<file path="src/design/loct_pkg.sv">
package loct_pkg;

    localparam int LEN_W     = 20;
    localparam int KEY_OUT_W = 32;
    localparam int SLOT_W    = 4;

    localparam logic [LEN_W-1:0] MAX_LEN_RESET = LEN_W'(102400);

    typedef enum logic {
        CMD_LOOKUP = 1'b0,
        CMD_INSERT = 1'b1
    } t_cmd;

    // scan token control bits, passed cell to cell
    typedef struct packed {
        logic valid;
        logic match;
        logic empty;
        logic have_min;
    } t_flags;

    // write strobe broadcast to the cells
    typedef struct packed {
        logic we;
        logic set_key;
    } t_wr;

endpackage

</file>
<file path="src/design/lru_object_cache_tags.sv">
// channel   valid     ready     payload
// request   i_valid   o_ready   i_cmd, i_key, i_obj_len
// result    o_valid   i_ready   o_hit, o_slot, o_rejected, o_evicted, o_evicted_key
// config    i_cfg_we  -         i_cfg_data (max_object_len)
//
// One item at a time: the next request is taken only after the last result is loaded into
// the output register. The scan token walks the row of entry cells, one cell per cycle.
// Reset empties all entries and clears the timestamp; no clearing pass.
// A result waiting on i_ready stalls the next request only after its scan ends.
module lru_object_cache_tags
    import loct_pkg::*;
#(
    parameter int NUM_ENTRIES = 16,
    parameter int KEY_BITS    = 32,
    parameter int STAMP_BITS  = 32
) (
    input  logic                 i_clk,
    input  logic                 i_rst_n,
    input  logic                 i_valid,
    output logic                 o_ready,
    input  logic                 i_cmd,
    input  logic [KEY_OUT_W-1:0] i_key,
    input  logic [LEN_W-1:0]     i_obj_len,
    output logic                 o_valid,
    input  logic                 i_ready,
    output logic                 o_hit,
    output logic [SLOT_W-1:0]    o_slot,
    output logic                 o_rejected,
    output logic                 o_evicted,
    output logic [KEY_OUT_W-1:0] o_evicted_key,
    input  logic                 i_cfg_we,
    input  logic [LEN_W-1:0]     i_cfg_data
);

    localparam int IDX_W = $clog2(NUM_ENTRIES);

    typedef enum logic [1:0] {
        ST_IDLE,
        ST_SCAN,
        ST_DONE
    } t_state;

    t_state                r_state;
    logic [STAMP_BITS-1:0] r_time;
    logic [LEN_W-1:0]      r_max_len;
    t_cmd                  r_cmd;
    logic                  r_reject;
    logic [STAMP_BITS-1:0] r_req_stamp;

    logic                  r_res_hit;
    logic [IDX_W-1:0]      r_res_slot;
    logic                  r_res_evicted;
    logic [KEY_BITS-1:0]   r_res_ekey;

    logic                  r_o_valid;
    logic                  r_o_hit;
    logic [SLOT_W-1:0]     r_o_slot;
    logic                  r_o_rejected;
    logic                  r_o_evicted;
    logic [KEY_OUT_W-1:0]  r_o_ekey;

    t_flags                c_flags     [NUM_ENTRIES+1];
    logic [KEY_BITS-1:0]   c_key       [NUM_ENTRIES+1];
    logic [IDX_W-1:0]      c_match_idx [NUM_ENTRIES+1];
    logic [IDX_W-1:0]      c_empty_idx [NUM_ENTRIES+1];
    logic [IDX_W-1:0]      c_min_idx   [NUM_ENTRIES+1];
    logic [STAMP_BITS-1:0] c_min_stamp [NUM_ENTRIES+1];
    logic [KEY_BITS-1:0]   c_min_key   [NUM_ENTRIES+1];

    logic                  w_accept;
    logic                  w_done;
    logic                  w_o_load;
    logic [STAMP_BITS-1:0] n_time;
    t_wr                   n_wr;
    logic [IDX_W-1:0]      n_wr_idx;
    logic                  n_hit;
    logic                  n_evicted;
    t_flags                tail;

    assign w_accept = i_valid && o_ready;
    assign tail     = c_flags[NUM_ENTRIES];
    assign w_done   = (r_state == ST_SCAN) && tail.valid;
    assign w_o_load = (r_state == ST_DONE) && (!r_o_valid || i_ready);
    assign n_time   = (r_time == '1) ? r_time : r_time + 1'b1;

    // token head
    always_comb begin
        c_flags[0]       = '0;
        c_flags[0].valid = w_accept;
        c_key[0]         = KEY_BITS'(i_key);
        c_match_idx[0]   = '0;
        c_empty_idx[0]   = '0;
        c_min_idx[0]     = '0;
        c_min_stamp[0]   = '0;
        c_min_key[0]     = '0;
    end

    for (genvar g = 0; g < NUM_ENTRIES; g++) begin : g_cell
        loct_cell #(
            .IDX_W      (IDX_W),
            .KEY_BITS   (KEY_BITS),
            .STAMP_BITS (STAMP_BITS),
            .CELL_IDX   (g)
        ) u_cell (
            .i_clk       (i_clk),
            .i_rst_n     (i_rst_n),
            .i_flags     (c_flags[g]),
            .i_key       (c_key[g]),
            .i_match_idx (c_match_idx[g]),
            .i_empty_idx (c_empty_idx[g]),
            .i_min_idx   (c_min_idx[g]),
            .i_min_stamp (c_min_stamp[g]),
            .i_min_key   (c_min_key[g]),
            .o_flags     (c_flags[g+1]),
            .o_key       (c_key[g+1]),
            .o_match_idx (c_match_idx[g+1]),
            .o_empty_idx (c_empty_idx[g+1]),
            .o_min_idx   (c_min_idx[g+1]),
            .o_min_stamp (c_min_stamp[g+1]),
            .o_min_key   (c_min_key[g+1]),
            .i_wr        (n_wr),
            .i_wr_idx    (n_wr_idx),
            .i_wr_key    (c_key[NUM_ENTRIES]),
            .i_wr_stamp  (r_req_stamp)
        );
    end

    // decision at token exit
    always_comb begin
        n_wr      = '0;
        n_wr_idx  = c_match_idx[NUM_ENTRIES];
        n_hit     = 1'b0;
        n_evicted = 1'b0;
        if (r_cmd == CMD_LOOKUP) begin
            n_hit   = tail.match;
            n_wr.we = w_done && tail.match;
        end else if (!r_reject) begin
            n_wr.we = w_done;
            if (tail.match) begin
                n_hit = 1'b1;
            end else if (tail.empty) begin
                n_wr_idx     = c_empty_idx[NUM_ENTRIES];
                n_wr.set_key = 1'b1;
            end else begin
                n_wr_idx     = c_min_idx[NUM_ENTRIES];
                n_wr.set_key = 1'b1;
                n_evicted    = 1'b1;
            end
        end
    end

    always_ff @(posedge i_clk) begin
        if (!i_rst_n) begin
            r_state   <= ST_IDLE;
            r_time    <= '0;
            r_max_len <= MAX_LEN_RESET;
            r_o_valid <= 1'b0;
        end else begin
            if (i_cfg_we) begin
                r_max_len <= i_cfg_data;
            end
            if (w_o_load) begin
                r_o_valid <= 1'b1;
            end else if (r_o_valid && i_ready) begin
                r_o_valid <= 1'b0;
            end
            unique case (r_state)
                ST_IDLE: begin
                    if (w_accept) begin
                        r_cmd    <= t_cmd'(i_cmd);
                        r_reject <= (t_cmd'(i_cmd) == CMD_INSERT) && (i_obj_len > r_max_len);
                        if (t_cmd'(i_cmd) == CMD_LOOKUP) begin
                            r_time      <= n_time;
                            r_req_stamp <= n_time;
                        end else begin
                            r_req_stamp <= r_time;
                        end
                        r_state <= ST_SCAN;
                    end
                end
                ST_SCAN: begin
                    if (w_done) begin
                        r_res_hit     <= n_hit;
                        r_res_slot    <= (n_wr.we || n_hit) ? n_wr_idx : '0;
                        r_res_evicted <= n_evicted;
                        r_res_ekey    <= n_evicted ? c_min_key[NUM_ENTRIES] : '0;
                        r_state       <= ST_DONE;
                    end
                end
                ST_DONE: begin
                    if (w_o_load) begin
                        r_o_hit      <= r_res_hit;
                        r_o_slot     <= SLOT_W'(r_res_slot);
                        r_o_rejected <= (r_cmd == CMD_INSERT) && r_reject;
                        r_o_evicted  <= r_res_evicted;
                        r_o_ekey     <= KEY_OUT_W'(r_res_ekey);
                        r_state      <= ST_IDLE;
                    end
                end
                default: r_state <= ST_IDLE;
            endcase
        end
    end

    assign o_ready       = (r_state == ST_IDLE);
    assign o_valid       = r_o_valid;
    assign o_hit         = r_o_hit;
    assign o_slot        = r_o_slot;
    assign o_rejected    = r_o_rejected;
    assign o_evicted     = r_o_evicted;
    assign o_evicted_key = r_o_ekey;

endmodule

</file>
<file path="src/design/loct_cell.sv">
module loct_cell
    import loct_pkg::*;
#(
    parameter int IDX_W      = 4,
    parameter int KEY_BITS   = 32,
    parameter int STAMP_BITS = 32,
    parameter int CELL_IDX   = 0
) (
    input  logic                  i_clk,
    input  logic                  i_rst_n,
    input  t_flags                i_flags,
    input  logic [KEY_BITS-1:0]   i_key,
    input  logic [IDX_W-1:0]      i_match_idx,
    input  logic [IDX_W-1:0]      i_empty_idx,
    input  logic [IDX_W-1:0]      i_min_idx,
    input  logic [STAMP_BITS-1:0] i_min_stamp,
    input  logic [KEY_BITS-1:0]   i_min_key,
    output t_flags                o_flags,
    output logic [KEY_BITS-1:0]   o_key,
    output logic [IDX_W-1:0]      o_match_idx,
    output logic [IDX_W-1:0]      o_empty_idx,
    output logic [IDX_W-1:0]      o_min_idx,
    output logic [STAMP_BITS-1:0] o_min_stamp,
    output logic [KEY_BITS-1:0]   o_min_key,
    input  t_wr                   i_wr,
    input  logic [IDX_W-1:0]      i_wr_idx,
    input  logic [KEY_BITS-1:0]   i_wr_key,
    input  logic [STAMP_BITS-1:0] i_wr_stamp
);

    localparam logic [IDX_W-1:0] MY_IDX = IDX_W'(CELL_IDX);

    logic                  r_valid;
    logic [KEY_BITS-1:0]   r_key;
    logic [STAMP_BITS-1:0] r_stamp;

    t_flags                r_flags;
    logic [KEY_BITS-1:0]   r_tok_key;
    logic [IDX_W-1:0]      r_match_idx;
    logic [IDX_W-1:0]      r_empty_idx;
    logic [IDX_W-1:0]      r_min_idx;
    logic [STAMP_BITS-1:0] r_min_stamp;
    logic [KEY_BITS-1:0]   r_min_key;

    t_flags                n_flags;
    logic                  w_hit_here;
    logic                  w_take_min;
    logic                  w_wr_here;

    assign w_hit_here = r_valid && (r_key == i_key);
    assign w_take_min = !i_flags.have_min || (r_stamp < i_min_stamp);
    assign w_wr_here  = i_wr.we && (i_wr_idx == MY_IDX);

    always_comb begin
        n_flags          = i_flags;
        n_flags.match    = i_flags.match | w_hit_here;
        n_flags.empty    = i_flags.empty | !r_valid;
        n_flags.have_min = 1'b1;
    end

    always_ff @(posedge i_clk) begin
        if (!i_rst_n) begin
            r_valid <= 1'b0;
            r_stamp <= '0;
            r_flags <= '0;
        end else begin
            r_flags <= n_flags;
            if (w_wr_here) begin
                r_stamp <= i_wr_stamp;
                if (i_wr.set_key) begin
                    r_valid <= 1'b1;
                end
            end
        end
    end

    always_ff @(posedge i_clk) begin
        if (w_wr_here && i_wr.set_key) begin
            r_key <= i_wr_key;
        end
        r_tok_key   <= i_key;
        r_match_idx <= i_flags.match ? i_match_idx : MY_IDX;
        r_empty_idx <= i_flags.empty ? i_empty_idx : MY_IDX;
        r_min_idx   <= w_take_min ? MY_IDX  : i_min_idx;
        r_min_stamp <= w_take_min ? r_stamp : i_min_stamp;
        r_min_key   <= w_take_min ? r_key   : i_min_key;
    end

    assign o_flags     = r_flags;
    assign o_key       = r_tok_key;
    assign o_match_idx = r_match_idx;
    assign o_empty_idx = r_empty_idx;
    assign o_min_idx   = r_min_idx;
    assign o_min_stamp = r_min_stamp;
    assign o_min_key   = r_min_key;

endmodule
</file>
<file path="config.mk">
export PLATFORM = sky130hd
export DESIGN_NAME = lru_object_cache_tags
export DESIGN_NICKNAME = d
export VERILOG_FILES = /design/src/design/loct_pkg.sv /design/src/design/lru_object_cache_tags.sv /design/src/design/loct_cell.sv
export SDC_FILE = /design/constraint.sdc
export NUM_CORES = 2
export LEC_CHECK = 0
export ABC_AREA = 1
export ABC_CLOCK_PERIOD_IN_PS = 7100
export BUFFER_PORTS_ARGS = -buffer_cell sky130_fd_sc_hd__buf_2
export CAP_MARGIN = 20
export CORE_ASPECT_RATIO = 1.4
export CORE_UTILIZATION = 50
export CTS_BUF_LIST = sky130_fd_sc_hd__clkbuf_2
export DETAILED_ROUTE_END_ITERATION = 6
export PLACE_DENSITY = 0.65
export SLEW_MARGIN = 20
export SYNTH_ARGS = -nofsm -noshare
export SYNTH_HDL_FRONTEND = slang
export SYNTH_SLANG_ARGS = --single-unit
</file>
<file path="constraint.sdc">
create_clock -name i_clk -period 7.1 [get_ports i_clk]
set_input_delay 1.42 -clock i_clk [delete_from_list [all_inputs] [get_ports i_clk]]
set_output_delay 1.42 -clock i_clk [all_outputs]
set_load 0.05 [all_outputs]
</file>
==> results.yml <==
outcome:
  status: "finished clean"
setup_path:
  required_ns: 8.35
  crit_fanout: 34
  cp_slowest_cell: "inv_2"
  crit_type: "reg2reg"
  max_stage_delay_ns: 0.68
  setup.worst_path.start_class: "flop"
  crit_chain: "inv_2 -> nor2_4 -> nand2_4 -> clkinv_1 -> nand2_1 -> nand2_1 -> nor2_1 -> nand2_2 -> inv_2 -> nand2_1 -> inv_1 -> buf_4"
  reg2reg_to: "g_cell[6].u_cell.r_key[15]"
  worst_setup_path_end_kind: "flop"
  worstRegToRegCells: 12
  path_common_cell: "nand2_1"
  timing.rr.start: "r_cmd"
  r2r_slack_ns: 2.56
  cp.arrival_ns: 5.79
synth:
  synth_fp_nets: 12800
  synth_area_leaders: "dfxtp_1 42%, edfxtp_1 17%, nand2_1 10%, ha_1 5.6%, nand3_1 4.9%"
  yosysMostFrequentCell: "nand2_1"
  synthMuxAreaShare_pct: 0
  ys_seq_elements: 2906
  synth_compound_area_share_pct: 5.58
  postSynthCellCount: 12200
  synth_xor_area_share_pct: 1.79
  synth_top_cell_area_share_pct: 41.9
  ys_types: 41
  synth_warnings: 0
  synthSimpleGateAreaFrac_pct: 21.7
  yosysTopAreaCell: "dfxtp_1"
  yosys_most_used_dff: "dfxtp_1"
  synthAdderAreaFrac_pct: 5.58
  ys_async_sr_fraction_pct: 0
  synth_top_family_by_area: "simple AND/OR/NAND/NOR gates"
  synth-edff-count: 623
  yosysSeqAreaShare_pct: 59.1
  syn_area_mm2: 0.109
  avgSynthCellArea_um2: 8.90
  synth_commonest_cells: "2,943 x nand2_1, 2,283 x dfxtp_1, 1,328 x nor2_1"
power_and_ir_drop:
  powerDensity_mw_per_mm2: 246
  peakVddDrop_uv: 111
  leakage_nw: 53.4
route:
  wl_per_cell_um: 18.1
  via_per_inst: 5.10
  drc: 0
  dr.first_iter.drc_count: 4912
  vias: 81900
  dr.pass1.iters: 6
  wl_um: 290000
  final_antenna_net_count: 0
sta:
  period_needed_ns: 4.54
  relSlewSlack_pct: 18.3
  setup_ws_ns: 2.56
  setup_viol: 0
  worst_slew_pin_slew_ns: 1.23
  report.final.hold_viol_count: 0
  fin_crit_sh_pct: 63.9
  final-max-slew-violation-count: 0
  fmax_ghz: 0.220
  fin_skew_ns: 0.155
  grt_setup_unrepaired: "false"
  tns_ns: 0
cells_and_area:
  nets: 13200
  final_cells: 16000
  drive_gt1_share_pct: 11.4
  final_area_mm2: 0.119
  area_growth_pct: 8.93
global_routing:
  grt_max_degree: 227
  grt_use_total_pct: 26.3
  grt_pass1_wl_um: 452000
  antenna_found_initial: 15
  grt_pass1_vias: 83600
  overflow: 0
floorplan:
  die_area_mm2: 0.220
  die_h_um: 554
  num_rows: 202
  ioPinCount: 119
  core_area_mm2: 0.216
  chipWidth_um: 397
  start_util_pct: 50.4
worst_hold_path:
  min-delay-start: "g_cell[0].u_cell.r_stamp[19]"
  hold_depth: 0
  hold_end: "g_cell[0].u_cell.o_min_stamp[19]"
  hp-class: "reg2reg"
clocking:
  cts_made_buffers: 662
  ctsLongestPathBuffers: 4
  ctsRootBufferMaster: "clkbuf_2"
  insertion_delay_ns: 1.72
  h-tree-depth: 6
  cts.sinks: 2906
  postCtsSetupBuffers: 0
  cts_tree: "done"
  path_clk_slew_ns: 0.10
place:
  hpwlAfterDp_um: 201000
  portBuffers: 118
  numPlacedInstances: 14800
  place_congestion: 0.898
  dp_slack_ns: 2.23
  place_area_mm2: 0.112
run:
  drv_cap: 0
## worst max-delay path: cells and delay by family (launching register included)
kind	cells	cell delay, ns
buf+inv	5	1.88
simple gates	7	1.87
flops	1	0.41
## state kept, by name, indices dropped and copies added (netlist names), 20 cells and up
register                   flops
g_cell.u_cell.o_empty_idx     49
g_cell.u_cell.o_flags         49
g_cell.u_cell.o_key          512
g_cell.u_cell.o_match_idx     49
g_cell.u_cell.o_min_idx       49
g_cell.u_cell.o_min_key      512
g_cell.u_cell.o_min_stamp    480
g_cell.u_cell.r_key          512
g_cell.u_cell.r_stamp        512
o_evicted_key                 32
r_max_len                     20
r_req_stamp                   32
r_res_ekey                    32
r_time                        32
## kinds of logic (layout without fill, tap and decap cells)
group                      after synthesis  after routing
DFF                                   2906           2906
xor gates and xnor gates               223            223
buffers and inverters                 1748           2687
AOI/OAI and AO/OA                     1158           1158
adders and majority gates              486            486
and+or+nand+nor                       5725           5725
other                                    0              6
## worst max path at each step
stage,startpoint,end,slack [ns],depth (start not counted)
global route,r_cmd,g_cell[6].u_cell.r_key[2],2.32,12
global placement,r_reject,g_cell[8].u_cell.r_key[7],2.20,11
floorplan,i_rst_n,o_evicted,0.60,5
CTS,r_cmd,g_cell[6].u_cell.r_key[20],2.24,12
finish,r_cmd,g_cell[6].u_cell.r_key[15],2.56,12
detailed placement,r_cmd,g_cell[6].u_cell.r_key[8],2.23,12
## stage by stage
step                      hold slack, ns  util, %  power [mW]
final                              0.271     54.9        29.2
after global routing               0.257     54.9        30.5
after global placement             0.335     51.7        18.9
after detailed placement           0.337     51.7        19.0
after CTS                          0.175     54.8        29.5
after floorplan                    0.331        -        18.4
## routing by layer
metal | track usage (%) | part of all wire [%] | vias up
li1 | - | - | 40500
met3 | 3.80 | 4.6 | 844
met5 | 0 | 0.0079 | -
met4 | 14.7 | 5.7 | 4
met2 | 49.4 | 53 | 2292
met1 | 27.7 | 37 | 38300
## repair_timing
action,CTS,global route
hold endpoints to repair,73,0
hold buffers,61,0
gates resized for setup,0,0
endpoints found under the setup margin,0,0
## final cells by class
type                    count  area, um^2
fillers                 19800       97600
flip-flops and latches   2906       64400
multi-input cells        7592       37900
clock buffers             996        4980
inverters                1218        4570
well taps                2856        3570
repair buffers            283        2070
clock inverters           190        1160
diodes                      6        15.0
## layout by cell type (no fill, tap or decap), types with 86 or more instances in the layout
master,Yosys,layout
dfxtp_1,2283,2281
ha_1,486,486
nand2_1,2943,2909
buf_4,36,98
nor3_1,110,110
clkbuf_2,0,996
xor2_1,137,137
o21ai_0,681,681
clkinv_1,3,138
nor2_1,1328,1322
inv_1,1199,1194
nand4_1,99,99
a21oi_1,347,347
xnor2_1,86,86
buf_2,21,117
or2_2,161,161
edfxtp_1,623,623
nand3_1,1064,1064
## where the power goes
group          switching, mW  leakage [nW]  internal (mW)
Sequential             0.315          24.4           17.2
Clock                   6.43          4.66           4.21
Combinational          0.731          24.3          0.327
Total                   7.48          53.4           21.8
Note: power is estimated with default switching activity, not from simulation.
